<file path="src/rtl/srcc_ram.sv">
`timescale 1ns / 1ps
// generic single write port ram with registered read
module srcc_ram #(
  parameter int WIDTH = 8,
  parameter int DEPTH = 16
) (
  input  logic                                        clk,
  input  logic                                        we,
  input  logic [((DEPTH > 1) ? $clog2(DEPTH) : 1)-1:0] waddr,
  input  logic [WIDTH-1:0]                            wdata,
  input  logic [((DEPTH > 1) ? $clog2(DEPTH) : 1)-1:0] raddr,
  output logic [WIDTH-1:0]                            rdata
);

  logic [WIDTH-1:0] mem [DEPTH];

  always_ff @(posedge clk) begin
    if (we) begin
      mem[waddr] <= wdata;
    end
    rdata <= mem[raddr];
  end

endmodule

</file>
<file path="config.mk">
export PLATFORM = sky130hd
export DESIGN_NAME = srcc_ram
export DESIGN_NICKNAME = d
export VERILOG_FILES = /design/src/rtl/srcc_ram.sv
export SDC_FILE = /design/constraint.sdc
export NUM_CORES = 1
export LEC_CHECK = 0
export CAP_MARGIN = 20
export CORE_UTILIZATION = 34
export CTS_CLUSTER_DIAMETER = 150
export DETAILED_ROUTE_END_ITERATION = 8
export DONT_BUFFER_PORTS = 1
export PLACE_DENSITY = 0.51
export SETUP_SLACK_MARGIN = 0.02
export SLEW_MARGIN = 20
export SYNTH_ARGS = -nofsm -noshare
export SYNTH_HDL_FRONTEND = slang
export SYNTH_SLANG_ARGS = --single-unit
</file>
<file path="constraint.sdc">
create_clock -name clk -period 5.13 [get_ports clk]
set_clock_uncertainty 0.2 [all_clocks]
set_input_delay 0.513 -clock clk [delete_from_list [all_inputs] [get_ports clk]]
set_output_delay 0.513 -clock clk [all_outputs]
set_load 0.05 [all_outputs]
</file>
==> results by group <==
Synthesis
  • Synth area leader: edfxtp_1
  • Post-synth top cells: edfxtp_1, mux4_2, a22oi_1
  • Top post-synthesis cells by area: edfxtp_1, mux4_2, mux4_1
  • Syn Nets: 247
  • Largest family of logic cells by synthesized area: multiplexers
  • Post-synth top area share: 0.747
  • Top FF cell, synth: edfxtp_1
  • Mapped Area: 5150 µm²
  • Yosys warning total: 0
  • Fraction of synthesized area in multiplexers: 0.150
  • Post-synthesis adder-cell area fraction: 0
  • Ys async rst share: 0
  • Syn_area_per_cell: approximately 22 µm²
  • Sequential-to-total area share from yosys stat: 0.778
  • Simple-gate portion of the synthesized area: 0.0318
  • Post-Synth XOR/XNOR Area: 0
  • Cell with the most instances after synthesis: edfxtp_1
  • Post-synthesis cell type count: 19
  • Synth Register Bits: 136
  • Mapped Cells: approximately 230
  • Post-synthesis compound-gate area fraction: 0.0233
  • EDFF count, synth: between 100 and 150

Timing
  • Setup TNS: 0 ps
  • # setup viols final: 0
  • Final hold viol count: 0
  • Achievable clock frequency: around 540 MHz
  • Post-route minimum period: around 1900 ps
  • Max Slew Vio Count: 0
  • Slew @ Worst Pin: between 800 and 900 ps
  • RSZ-0062 raised after global routing: no
  • Rel. slew slack: 0.414
  • Tcrit/Tclk final: 0.364
  • WHS: 172 ps

Setup path
  • Crit path max fanout: 8
  • Setup crit start kind: input pin
  • CP Capture Type: flip-flop
  • CP delay by family, top: simple AND/OR/NAND/NOR gates
  • Worst EP required: 4960 ps
  • Reg-to-reg slack, setup: between 3000 and 4000 ps
  • Max incr delay on CP: 660 ps
  • CP Buf/Inv Count: 0
  • CP max-delay cell: nor2_1
  • Critical-path cell list: or3b_2 > nor2_1
  • Crit path kind: in -> reg
  • Crit path DAT: 1700 ps

Finish
  • Area Overhead vs Synth: 15.8%
  • Multi-input logic area: between 1000 and 1500 µm²
  • Net count, final: ~270
  • Fillers: approximately 1.3k
  • Layout cell share with drive strength beyond 1: 0.193
  • Design area: between 5000 and 6000 µm²
  • Register Area: approximately 4000 µm²

Placement
  • HPWL Detailed: roughly 6400 µm
  • Port bufs: 0
  • Final Wtd Congestion: about 0.68
  • Placed Area: 5300 µm²

Power
  • Leakage power: 0.00188 µW
  • Peak VDD IR: 285 µV
  • Pwr Density: 421 nW/µm²

Drt
  • Drt via density: between 5 and 6
  • Pre-Repair DR Iteration Count: 6
  • Antenna Nets Post-Route: 0
  • Detailed-route via count: 2272
  • WL per Instance: about 24 µm
  • DRT iter0 DRCs: 152
  • Final wirelength: about 11000 µm
  • DR DRC count: 8

Die
  • Die X-Extent: 125 µm
  • IO Count: 26
  • Die Span Y: about 130 µm
  • Die Area: 15600 µm²
  • Site Rows: 44
  • Core area: 14600 µm²
  • Starting density of the core: 0.352

Hold path
  • Worst Hold Class: in -> reg

Global routing
  • Total gr overflow: 0
  • First-pass GRT wire length: 15600 µm
  • Total GRT Usage: 0.145
  • Largest net degree at the start of global routing: 33
  • Initial antenna violation count: 0
  • Vias in the first global route: between 2k and 2.5k

Clock tree
  • Root Buffer: clkbuf_16
  • TritonCTS Sinks: ~140
  • Hold buffers post-CTS: 8
  • H-Tree Depth: 4
  • TritonCTS clock tree: built
  • Worst skew pair latency: between 400 and 500 ps
  • Clock-pin slew on the worst setup and hold paths: about 60 ps
  • TritonCTS Buffers: 17
  • PostCTS Resize Cnt: 0
  • Max Root-Sink Buffers: 2
  • Number of post-CTS setup repair buffers: 0

Run status
  • Violated checks: DRC
  • Status: finished, violations left

Flow run
  • Maxcap violations: 0
## sequential cells by signal (all words and copies together) (netlist names)
register,count
mem,128
rdata,8
## metal layers
layer	vias to the layer above	wire (µm)	GRT usage
met2	72	4900	0.218
met1	1180	4850	0.199
met5	-	0	0
met3	10	712	0.0531
met4	0	97	0.0409
li1	1010	-	-
## path summary, 6_finish.rpt
kind,from,to,cells past startpoint
setup / recovery,waddr[2],mem[3][5],2
hold / removal,waddr[1],mem[4][3],1
setup reg to reg,mem[8][4],rdata[4],3
hold reg to reg,mem[14][3],rdata[3],3
## layout make-up
| type | count | share of cell area |
|---|---|---|
| flip-flops and latches | 136 | 0.672 |
| multi-input cells | 83 | 0.180 |
| well taps | 184 | 0.0386 |
| clock buffers | 18 | 0.0720 |
| diodes | 1 | 0.000420 |
| clock inverters | 13 | 0.0223 |
| repair buffers | 9 | 0.0147 |
## metrics by stage
stage | std cells | worst slack [ps] | total power, µW | utilization
2_1_floorplan | 229 | 2920 | 1360 | -
3_3_place_gp | 404 | 2620 | 1370 | 0.362
3_5_place_dp | 404 | 2550 | 1370 | 0.362
4_1_cts | 443 | 2960 | 2540 | 0.406
5_1_grt | 443 | 3220 | 2580 | 0.407
6_report | 444 | 3260 | 2510 | 0.407
## kinds of logic after synthesis
kind of cell | count (synthesis)
buffers and inverters | 10
muxes | 32
DFF | 136
and+or+nand+nor | 35
AOI/OAI and AO/OA | 16
## cell usage in the layout (no fill, tap or decap), types with 2 or more instances in the layout
cell type,instances
clkinv_1,3
mux4_2,18
mux4_1,14
a22oi_1,16
bufinv_16,2
nor3_2,3
edfxtp_1,128
nor2_1,13
dlygate4sd3_1,8
nand2_1,9
dfxtp_1,8
nand3b_1,2
clkbuf_16,17
nand2b_1,2
clkinvlp_4,7
## power by group
part	switching (µW)	leakage (µW)	internal [µW]
Sequential	33.5	0.00122	1240
Clock	438	0.000249	706
Combinational	50.8	0.000412	39.6
Total	522	0.00188	1990
Note: power is estimated with default switching activity, not from simulation.
