`src/rtl/srcc_pkg.sv`:
```
`timescale 1ns / 1ps
// shared constants, types and helpers of the spare remap coverage checker
package srcc_pkg;

  // table depths
  localparam int MAX_LINE_MAPS   = 64;
  localparam int MAX_BUFFER_MAPS = 64;

  localparam int LINE_IDX_W = (MAX_LINE_MAPS > 1) ? $clog2(MAX_LINE_MAPS) : 1;
  localparam int BUF_IDX_W  = (MAX_BUFFER_MAPS > 1) ? $clog2(MAX_BUFFER_MAPS) : 1;
  localparam int ADDR_W     = (LINE_IDX_W > BUF_IDX_W) ? LINE_IDX_W : BUF_IDX_W;
  localparam int LINE_CNT_W = $clog2(MAX_LINE_MAPS + 1);
  localparam int BUF_CNT_W  = $clog2(MAX_BUFFER_MAPS + 1);
  localparam int CNT_W      = (LINE_CNT_W > BUF_CNT_W) ? LINE_CNT_W : BUF_CNT_W;

  // item field widths
  localparam int KIND_W = 3;
  localparam int DOM_W  = 20;
  localparam int ROW_W  = 16;
  localparam int COL_W  = 10;
  localparam int DEST_W = 8;
  localparam int LAT_W  = 16;
  localparam int LINE_W = (ROW_W > COL_W) ? ROW_W : COL_W;
  localparam int B_W    = (COL_W > DEST_W) ? COL_W : DEST_W;

  // configuration port
  localparam int CFG_W     = 8;
  localparam int CFG_IDX_W = 1;
  localparam logic [CFG_IDX_W-1:0] REG_SPARE_ROWS    = 1'd0;
  localparam logic [CFG_IDX_W-1:0] REG_SPARE_COLUMNS = 1'd1;

  // input beat layout, domain is stack, channel, bank, group, subarray from bit 0
  localparam int I_DOM_LO    = 0;
  localparam int I_ROW_LO    = I_DOM_LO + DOM_W;
  localparam int I_COL_LO    = I_ROW_LO + ROW_W;
  localparam int I_DEST_LO   = I_COL_LO + COL_W;
  localparam int I_LAT_LO    = I_DEST_LO + DEST_W;
  localparam int IN_FIELDS_W = I_LAT_LO + LAT_W;
  localparam int IN_DATA_W   = ((IN_FIELDS_W + 7) / 8) * 8;

  // output beat layout
  localparam int FLAGS_W     = 7;
  localparam int CNT_OUT_W   = 7;
  localparam int O_COVERED   = 0;
  localparam int O_FLAGS_LO  = 1;
  localparam int O_VALID     = O_FLAGS_LO + FLAGS_W;
  localparam int O_ROWS_LO   = O_VALID + 1;
  localparam int O_COLS_LO   = O_ROWS_LO + CNT_OUT_W;
  localparam int OUT_FIELDS_W = O_COLS_LO + CNT_OUT_W;
  localparam int OUT_DATA_W  = ((OUT_FIELDS_W + 7) / 8) * 8;

  // item kinds
  localparam logic [KIND_W-1:0] KIND_CLEAR    = 3'd0;
  localparam logic [KIND_W-1:0] KIND_ROW_MAP  = 3'd1;
  localparam logic [KIND_W-1:0] KIND_COL_MAP  = 3'd2;
  localparam logic [KIND_W-1:0] KIND_BUF_MAP  = 3'd3;
  localparam logic [KIND_W-1:0] KIND_FAULT    = 3'd4;
  localparam logic [KIND_W-1:0] KIND_REPORT   = 3'd5;

  // line kinds held in the tables
  localparam logic LK_ROW = 1'b0;
  localparam logic LK_COL = 1'b1;

  // issue flag bits
  localparam int F_NEG_LAT      = 0;
  localparam int F_SRC_CONFLICT = 1;
  localparam int F_SHARED_DEST  = 2;
  localparam int F_ROWS_OVER    = 3;
  localparam int F_COLS_OVER    = 4;
  localparam int F_UNCOVERED    = 5;
  localparam int F_FULL         = 6;

  // one table entry: line maps keep line in a and destination in b,
  // buffer maps keep row in a and column in b
  typedef struct packed {
    logic              kind;
    logic [DOM_W-1:0]  dom;
    logic [LINE_W-1:0] a;
    logic [B_W-1:0]    b;
  } entry_t;

  localparam int ENTRY_W = $bits(entry_t);

  typedef struct packed {
    logic kind_eq;
    logic dom_eq;
    logic a_eq;
    logic b_eq;
    logic alt_eq;
  } cmp_t;

  typedef struct packed {
    logic [ADDR_W-1:0] rd_addr;
    logic [ADDR_W-1:0] wr_addr;
    entry_t            wr_data;
    logic              we_src;
    logic              we_dst;
    logic              we_buf;
  } ram_req_t;

  function automatic logic [CNT_OUT_W-1:0] sat_count(input logic [31:0] v);
    logic [31:0] lim;
    lim = 32'((1 << CNT_OUT_W) - 1);
    return (v > lim) ? lim[CNT_OUT_W-1:0] : v[CNT_OUT_W-1:0];
  endfunction

endpackage

```
`src/rtl/srcc_cmp.sv`:
```
`timescale 1ns / 1ps
// shared entry comparator used by every table scan
module srcc_cmp (
  input  srcc_pkg::entry_t                ent,
  input  srcc_pkg::entry_t                key,
  input  logic [srcc_pkg::LINE_W-1:0]     alt,
  output srcc_pkg::cmp_t                  res
);

  assign res.kind_eq = (ent.kind == key.kind);
  assign res.dom_eq  = (ent.dom == key.dom);
  assign res.a_eq    = (ent.a == key.a);
  assign res.b_eq    = (ent.b == key.b);
  assign res.alt_eq  = (ent.a == alt);

endmodule

```
`src/rtl/srcc_seq.sv`:
```
`timescale 1ns / 1ps
// sequencer: table scans, fill counts, issue flags and the result register
module srcc_seq (
  input  logic                               clk,
  input  logic                               rst,
  input  logic                               s_tvalid,
  output logic                               s_tready,
  input  logic [srcc_pkg::IN_DATA_W-1:0]     s_tdata,
  input  logic [srcc_pkg::KIND_W-1:0]        s_tuser,
  output logic                               m_tvalid,
  input  logic                               m_tready,
  output logic [srcc_pkg::OUT_DATA_W-1:0]    m_tdata,
  input  logic [srcc_pkg::CFG_W-1:0]         row_spares,
  input  logic [srcc_pkg::CFG_W-1:0]         col_spares,
  output srcc_pkg::ram_req_t                 ram,
  input  srcc_pkg::entry_t                   src_rdata,
  input  srcc_pkg::entry_t                   dst_rdata,
  input  srcc_pkg::entry_t                   buf_rdata
);

  typedef enum logic [2:0] {
    ST_IDLE,
    ST_SRC,
    ST_DST,
    ST_BUF,
    ST_FSRC,
    ST_FINISH
  } state_t;

  state_t state;

  // item held for the whole scan
  logic [srcc_pkg::KIND_W-1:0] kind_q;
  logic [srcc_pkg::DOM_W-1:0]  dom_q;
  logic [srcc_pkg::ROW_W-1:0]  row_q;
  logic [srcc_pkg::COL_W-1:0]  col_q;
  logic [srcc_pkg::DEST_W-1:0] dest_q;

  logic [srcc_pkg::LINE_CNT_W-1:0] src_used;
  logic [srcc_pkg::LINE_CNT_W-1:0] dst_used;
  logic [srcc_pkg::BUF_CNT_W-1:0]  buf_used;
  logic [srcc_pkg::LINE_CNT_W-1:0] row_count;
  logic [srcc_pkg::LINE_CNT_W-1:0] column_count;
  logic                            valid_flag;
  logic [srcc_pkg::FLAGS_W-1:0]    flags;
  logic                            covered;

  // scan pointer and the read in flight
  logic [srcc_pkg::CNT_W-1:0]  ra;
  logic [srcc_pkg::CNT_W-1:0]  ra_next;
  logic                        pend;
  logic                        pend_next;
  logic [srcc_pkg::ADDR_W-1:0] pidx;

  srcc_pkg::entry_t               key;
  srcc_pkg::entry_t               ent;
  logic [srcc_pkg::LINE_W-1:0]    alt;
  srcc_pkg::cmp_t                 res;
  logic [srcc_pkg::CNT_W-1:0]     used_sel;
  logic                           match;
  logic                           issue;
  logic                           hit;
  logic                           miss;
  logic                           scanning;
  logic                           out_load;
  logic                           src_room;
  logic                           dst_room;
  logic                           buf_room;
  logic                           is_line;
  logic                           neg;
  logic [srcc_pkg::FLAGS_W-1:0]   start_flags;
  logic [srcc_pkg::OUT_DATA_W-1:0] out_word;
  logic [srcc_pkg::KIND_W-1:0]    in_kind;

  srcc_cmp u_cmp (
    .ent (ent),
    .key (key),
    .alt (alt),
    .res (res)
  );

  assign s_tready = (state == ST_IDLE);
  assign in_kind  = s_tuser;
  assign is_line  = (kind_q == srcc_pkg::KIND_ROW_MAP) || (kind_q == srcc_pkg::KIND_COL_MAP);
  assign neg      = s_tdata[srcc_pkg::I_LAT_LO + srcc_pkg::LAT_W - 1];

  assign src_room = src_used < srcc_pkg::LINE_CNT_W'(srcc_pkg::MAX_LINE_MAPS);
  assign dst_room = dst_used < srcc_pkg::LINE_CNT_W'(srcc_pkg::MAX_LINE_MAPS);
  assign buf_room = buf_used < srcc_pkg::BUF_CNT_W'(srcc_pkg::MAX_BUFFER_MAPS);

  assign scanning = (state == ST_SRC) || (state == ST_DST) || (state == ST_BUF) ||
                    (state == ST_FSRC);
  assign out_load = (state == ST_FINISH) && (!m_tvalid || m_tready);

  always_comb begin
    key.kind = (kind_q == srcc_pkg::KIND_COL_MAP) ? srcc_pkg::LK_COL : srcc_pkg::LK_ROW;
    key.dom  = dom_q;
    key.a    = (kind_q == srcc_pkg::KIND_COL_MAP) ? srcc_pkg::LINE_W'(col_q)
                                                  : srcc_pkg::LINE_W'(row_q);
    key.b    = is_line ? srcc_pkg::B_W'(dest_q) : srcc_pkg::B_W'(col_q);
    alt      = srcc_pkg::LINE_W'(col_q);
  end

  // flags known at accept time
  always_comb begin
    start_flags = '0;
    case (in_kind)
      srcc_pkg::KIND_ROW_MAP, srcc_pkg::KIND_COL_MAP, srcc_pkg::KIND_BUF_MAP: begin
        start_flags[srcc_pkg::F_NEG_LAT] = neg;
      end
      srcc_pkg::KIND_REPORT: begin
        start_flags[srcc_pkg::F_ROWS_OVER] = 32'(row_count) > 32'(row_spares);
        start_flags[srcc_pkg::F_COLS_OVER] = 32'(column_count) > 32'(col_spares);
      end
      default: begin
      end
    endcase
  end

  // pick the table under scan and its match rule
  always_comb begin
    case (state)
      ST_SRC: begin
        ent      = src_rdata;
        used_sel = srcc_pkg::CNT_W'(src_used);
        match    = res.kind_eq & res.dom_eq & res.a_eq;
      end
      ST_DST: begin
        ent      = dst_rdata;
        used_sel = srcc_pkg::CNT_W'(dst_used);
        match    = res.kind_eq & res.dom_eq & res.b_eq;
      end
      ST_BUF: begin
        ent      = buf_rdata;
        used_sel = srcc_pkg::CNT_W'(buf_used);
        match    = res.dom_eq & res.a_eq & res.b_eq;
      end
      ST_FSRC: begin
        ent      = src_rdata;
        used_sel = srcc_pkg::CNT_W'(src_used);
        // row lines match the fault row, column lines the fault column
        match    = res.dom_eq & ((src_rdata.kind == srcc_pkg::LK_ROW) ? res.a_eq : res.alt_eq);
      end
      default: begin
        ent      = src_rdata;
        used_sel = '0;
        match    = 1'b0;
      end
    endcase
  end

  assign issue = ra < used_sel;
  assign hit   = pend & match;
  assign miss  = ~hit & ~issue;

  // scan pointer restarts whenever a scan ends and outside the scans
  always_comb begin
    ra_next   = ra;
    pend_next = pend;
    if (scanning) begin
      if (issue) begin
        ra_next = ra + srcc_pkg::CNT_W'(1);
      end
      pend_next = issue;
    end
    if (hit || miss) begin
      ra_next   = '0;
      pend_next = 1'b0;
    end
  end

  always_comb begin
    ram.rd_addr = ra[srcc_pkg::ADDR_W-1:0];
    ram.wr_data = key;
    case (state)
      ST_DST:  ram.wr_addr = hit ? pidx : srcc_pkg::ADDR_W'(dst_used);
      ST_BUF:  ram.wr_addr = srcc_pkg::ADDR_W'(buf_used);
      default: ram.wr_addr = hit ? pidx : srcc_pkg::ADDR_W'(src_used);
    endcase
    ram.we_src = (state == ST_SRC) && (hit || (miss && src_room));
    ram.we_dst = (state == ST_DST) && (hit || (miss && dst_room));
    ram.we_buf = (state == ST_BUF) && (kind_q == srcc_pkg::KIND_BUF_MAP) && miss && buf_room;
  end

  always_comb begin
    out_word = '0;
    out_word[srcc_pkg::O_COVERED] = covered;
    out_word[srcc_pkg::O_FLAGS_LO +: srcc_pkg::FLAGS_W] = flags;
    out_word[srcc_pkg::O_VALID] = valid_flag & ~|flags;
    out_word[srcc_pkg::O_ROWS_LO +: srcc_pkg::CNT_OUT_W] = srcc_pkg::sat_count(32'(row_count));
    out_word[srcc_pkg::O_COLS_LO +: srcc_pkg::CNT_OUT_W] =
      srcc_pkg::sat_count(32'(column_count));
  end

  always_ff @(posedge clk) begin
    if (rst) begin
      state        <= ST_IDLE;
      src_used     <= '0;
      dst_used     <= '0;
      buf_used     <= '0;
      row_count    <= '0;
      column_count <= '0;
      valid_flag   <= 1'b1;
      m_tvalid     <= 1'b0;
      ra           <= '0;
      pend         <= 1'b0;
    end else begin
      ra   <= ra_next;
      pend <= pend_next;
      if (scanning && issue) begin
        pidx <= ra[srcc_pkg::ADDR_W-1:0];
      end
      if (out_load) begin
        m_tvalid <= 1'b1;
        m_tdata  <= out_word;
      end else if (m_tready) begin
        m_tvalid <= 1'b0;
      end
      case (state)
        ST_IDLE: begin
          if (s_tvalid) begin
            kind_q  <= in_kind;
            dom_q   <= s_tdata[srcc_pkg::I_DOM_LO +: srcc_pkg::DOM_W];
            row_q   <= s_tdata[srcc_pkg::I_ROW_LO +: srcc_pkg::ROW_W];
            col_q   <= s_tdata[srcc_pkg::I_COL_LO +: srcc_pkg::COL_W];
            dest_q  <= s_tdata[srcc_pkg::I_DEST_LO +: srcc_pkg::DEST_W];
            covered <= 1'b0;
            flags   <= start_flags;
            case (in_kind)
              srcc_pkg::KIND_CLEAR: begin
                src_used     <= '0;
                dst_used     <= '0;
                buf_used     <= '0;
                row_count    <= '0;
                column_count <= '0;
                valid_flag   <= 1'b1;
                state        <= ST_FINISH;
              end
              srcc_pkg::KIND_ROW_MAP, srcc_pkg::KIND_COL_MAP: begin
                state <= ST_SRC;
              end
              srcc_pkg::KIND_BUF_MAP: begin
                state <= ST_BUF;
              end
              srcc_pkg::KIND_FAULT: begin
                state <= ST_BUF;
              end
              srcc_pkg::KIND_REPORT: begin
                state <= ST_FINISH;
              end
              default: begin
                state <= ST_FINISH;
              end
            endcase
          end
        end
        ST_SRC: begin
          if (hit) begin
            if (!res.b_eq) begin
              flags[srcc_pkg::F_SRC_CONFLICT] <= 1'b1;
            end
            state <= ST_DST;
          end else if (miss) begin
            if (src_room) begin
              src_used <= src_used + srcc_pkg::LINE_CNT_W'(1);
              if (key.kind == srcc_pkg::LK_ROW) begin
                row_count <= row_count + srcc_pkg::LINE_CNT_W'(1);
              end else begin
                column_count <= column_count + srcc_pkg::LINE_CNT_W'(1);
              end
            end else begin
              flags[srcc_pkg::F_FULL] <= 1'b1;
            end
            state <= ST_DST;
          end
        end
        ST_DST: begin
          if (hit) begin
            if (!res.a_eq) begin
              flags[srcc_pkg::F_SHARED_DEST] <= 1'b1;
            end
            state <= ST_FINISH;
          end else if (miss) begin
            if (dst_room) begin
              dst_used <= dst_used + srcc_pkg::LINE_CNT_W'(1);
            end else begin
              flags[srcc_pkg::F_FULL] <= 1'b1;
            end
            state <= ST_FINISH;
          end
        end
        ST_BUF: begin
          if (hit) begin
            if (kind_q == srcc_pkg::KIND_FAULT) begin
              covered <= 1'b1;
            end
            state <= ST_FINISH;
          end else if (miss) begin
            if (kind_q == srcc_pkg::KIND_FAULT) begin
              state <= ST_FSRC;
            end else begin
              if (buf_room) begin
                buf_used <= buf_used + srcc_pkg::BUF_CNT_W'(1);
              end else begin
                flags[srcc_pkg::F_FULL] <= 1'b1;
              end
              state <= ST_FINISH;
            end
          end
        end
        ST_FSRC: begin
          if (hit) begin
            covered <= 1'b1;
            state   <= ST_FINISH;
          end else if (miss) begin
            flags[srcc_pkg::F_UNCOVERED] <= 1'b1;
            state <= ST_FINISH;
          end
        end
        ST_FINISH: begin
          // wait for the result register to drain
          if (out_load) begin
            valid_flag <= valid_flag & ~|flags;
            state      <= ST_IDLE;
          end
        end
        default: begin
          state <= ST_IDLE;
        end
      endcase
    end
  end

endmodule

```
`config.mk`:
```
export PLATFORM = sky130hd
export DESIGN_NAME = srcc_seq
export DESIGN_NICKNAME = d
export VERILOG_FILES = /design/src/rtl/srcc_pkg.sv /design/src/rtl/srcc_cmp.sv /design/src/rtl/srcc_seq.sv
export SDC_FILE = /design/constraint.sdc
export NUM_CORES = 1
export LEC_CHECK = 0
export BUFFER_PORTS_ARGS = -buffer_cell sky130_fd_sc_hd__buf_2
export CELL_PAD_IN_SITES_DETAIL_PLACEMENT = 0
export CELL_PAD_IN_SITES_GLOBAL_PLACEMENT = 1
export CORE_MARGIN = 2
export CORE_UTILIZATION = 35
export CTS_CLUSTER_SIZE = 8
export DETAILED_ROUTE_END_ITERATION = 8
export PLACE_DENSITY = 0.84
export REMOVE_ABC_BUFFERS = 1
export SLEW_MARGIN = 20
export SYNTH_ARGS = -nofsm -noshare
export SYNTH_HDL_FRONTEND = slang
export SYNTH_SLANG_ARGS = --single-unit
```
`constraint.sdc`:
```
create_clock -name clk -period 12.6 [get_ports clk]
set_clock_uncertainty 0.05 [all_clocks]
set_input_delay 1.26 -clock clk [delete_from_list [all_inputs] [get_ports clk]]
set_output_delay 1.26 -clock clk [all_outputs]
set_load 0.1 [all_outputs]
```
==> summary.md <==
| Metric | Value |
|---|---|
| Status | `finished clean` |
| Grt total ovfl | `0` |
| IO buf count | `305` |
| R2R Path Start | `state[0]` |
| Post-synth top area share | `0.308` |
| WHS Path Cells | `0` |
| Root Driver | `clkbuf_16` |
| Avg Synthesized Cell Area | `9.71 um2` |
| Crit. End Element | `primary output` |
| Unique masters post-synth | `77` |
| Layout area overhead | `25.5%` |
| Slowest stage delay, CP | `1050 ps` |
| Max Cap Viol | `0` |
| Reg-to-reg setup timing slack | `7980 ps` |
| Critical-path cell list | `and2b_4, mux2i_1, xnor2_1, nor4_2, o221ai_2, a211oi_2, o2111a_1, or2_4, mux2i_1, o2bb2ai_1, buf_2` |
| GR Util met1 | `0.250` |
| Synth area leaders | `edfxtp_1, dfxtp_1, mux2i_1, xnor2_1, mux2_2` |
| Final non-filler cell total | `1575` |
| Largest net degree at the start of global routing | `59` |
| Min Clock Period, post-route | `6480 ps` |
| Critical Path Source Type | `flop` |
| Clk_lat worst skew | `440 ps` |
| Vias in the first global route | `7967` |
| FF-to-FF End | `row_count[3]` |
| Final WL | `28000 um` |
| Hold Path Class | `reg -> reg` |
| Met2 Usage GRT | `0.347` |
| Yosys warnings | `0` |
| Final Hold Fails | `0` |
| Mapped Area | `9170 um2` |
| Layout cells sized above 1 | `0.333` |
| Critical Path AT | `5170 ps` |
| GP Congestion | `0.854` |
| Setup TNS Final | `0 ps` |
| Clock sinks | `142` |
| CTS tree | `yes` |
| Cell count after placement | `1542` |
| Min-Delay Startpoint | `flags[0]` |
| Antenna Nets Post-Route | `0` |
| Total CTS buffers | `17` |
| Core Box Area | `25900 um2` |
| Vias | `8252` |
| Detailed Place HPWL | `21500 um` |
| Initial core utilization | `0.354` |
| # fillers | `2511` |
| Maximum root-to-sink buffer count | `2` |
| RSZ-0062 raised after global routing | `no` |
| First-pass GRT wire length | `43700 um` |
| Busiest grt layer | `met2` |
| Critical path class | `reg -> out` |
| Commonest cells in the synthesized netlist | `nand2_1, edfxtp_1, mux2i_1` |
| Die height | `166 um` |
| Wirelength per Cell | `17.8 um` |
| FF+latch count, synth | `142` |
| Area of the die | `27500 um2` |
| Area leader, netlist | `edfxtp_1` |
| Post-CTS Resized | `0` |
| Count leader, synth | `nand2_1` |
| Fin nets | `1488` |
| Setup Viol. Count Final | `0` |
| P_leak | `4.61 nW` |
| Worst-Margin Slew | `1060 ps` |
| Register area | `3790 um2` |
| Crit-path max FO | `58` |
| Slowest cell on crit path | `and2b_4` |
| Antenna violations before repair | `1` |
| Post-synth top flop | `edfxtp_1` |
| IO Pins | `324` |
| 1st-iter DRT viols | `520` |
| CP delay by family, top | `simple AND/OR/NAND/NOR gates` |
| DRC | `0` |
| Vias/cell | `5.24` |
| Post-CTS setup buffers | `0` |
| Sequential share of the synthesized area | `0.413` |
| Max-slew headroom | `0.288` |
| Post-synth ARST share | `0` |
| H-tree levels | `4` |
| Worst ir drop on vdd | `0.116 mV` |
| Most used cell, CP | `mux2i_1` |
| Clock slew at reported path FFs | `60 ps` |
| Total Routing Usage GR | `0.199` |
| CP bufs+invs | `1` |
| Drt first pass iters | `5` |
| Fin crit share | `0.515` |
| F_max | `0.154 GHz` |
| Hold path endpoint | `m_tdata[1]` |
| Die W | `166 um` |
| Site Rows | `59` |
| Footprint of the multi-input gates | `4950 um2` |
| Reg2Reg Depth | `14` |
| Critical Path RT | `11290 ps` |
| Crit path depth | `11` |
| Post-Syn Instances | `944` |
| Slew Viols, Final | `0` |
| Power Density | `185 nW/um2` |
| Met3 track demand over resource | `0.0462` |
| EDFF count, synth | `94` |
| Hold Buf Count CTS | `0` |
## cell usage in the layout (no fill, tap or decap), types with 19 or more instances in the layout
cell type | Yosys | layout
a21oi_1 | 53 | 53
buf_2 | 9 | 305
dfxtp_1 | 48 | 47
edfxtp_1 | 94 | 94
ha_1 | 26 | 26
inv_1 | 38 | 38
mux2_2 | 36 | 36
mux2i_1 | 81 | 81
nand2_1 | 105 | 105
nand3_1 | 24 | 24
nand4_1 | 22 | 22
nor2_1 | 76 | 76
nor3_1 | 19 | 19
nor4_1 | 22 | 22
o21ai_0 | 23 | 23
xnor2_1 | 47 | 47
xor2_1 | 24 | 24
## state kept, by name, summed over array words and instances, names as in the netlist, 3 cells and up
| signal | flops |
|---|---|
| dest_q | 8 |
| buf_used | 7 |
| kind_q | 3 |
| dom_q | 20 |
| ra | 7 |
| row_count | 7 |
| m_tdata | 23 |
| row_q | 16 |
| dst_used | 7 |
| col_q | 10 |
| pidx | 6 |
| column_count | 7 |
| flags | 7 |
| src_used | 7 |
| state | 3 |
## worst max-delay path by stage
stage | startpoint | end | slack, ps
finish | state[2] | ram[51] | 6120
global route | state[2] | ram[50] | 5740
CTS | state[2] | ram[50] | 6020
detailed placement | state[2] | ram[50] | 6480
global placement | state[2] | ram[50] | 6480
floorplan | state[0] | ram[0] | 3780
## cells by family (layout without fill, tap and decap cells)
family,Yosys count,count (layout),synth area share
mux,121,121,0.139
flops,142,142,0.413
fa+ha+maj,26,26,0.0355
xor+xnor,71,71,0.0678
simple gates,349,349,0.191
other cells,1,2,0.000409
compound gates,143,143,0.106
buf+inv,91,386,0.0483
## metal layers
| metal | share of wire | vias up |
|---|---|---|
| met3 | 0.068 | 26 |
| li1 | - | 4014 |
| met1 | 0.41 | 3880 |
| met4 | 0.015 | 0 |
| met5 | 0 | - |
| met2 | 0.50 | 332 |
## cell type report
type / instances / area share
Antenna cell: 1 / 0.000217
Clock buffer: 19 / 0.0376
Clock inverter: 13 / 0.0153
Inverter: 40 / 0.0130
Multi-Input combinational cell: 711 / 0.430
Sequential cell: 142 / 0.329
Tap cell: 335 / 0.0364
Timing Repair Buffer: 314 / 0.138
## metrics by stage
stage	area (um2)	setup slack (ps)	hold WS [ps]	util	total power [mW]
after CTS	11500	6020	401	0.444	2.15
after global placement	10900	6480	381	0.421	1.60
after floorplan	8870	3780	350	-	1.37
after detailed placement	10900	6480	384	0.421	1.61
after global routing	11500	5740	419	0.444	2.23
final	11500	6120	402	0.444	2.13
## power by group
part / internal (mW) / total (mW) / switching, mW
Sequential: 0.563 / 0.640 / 0.0770
Clock: 0.317 / 0.538 / 0.221
Combinational: 0.281 / 0.954 / 0.672
Total: 1.16 / 2.13 / 0.970
No activity file was read; power rests on OpenSTA's default activity.
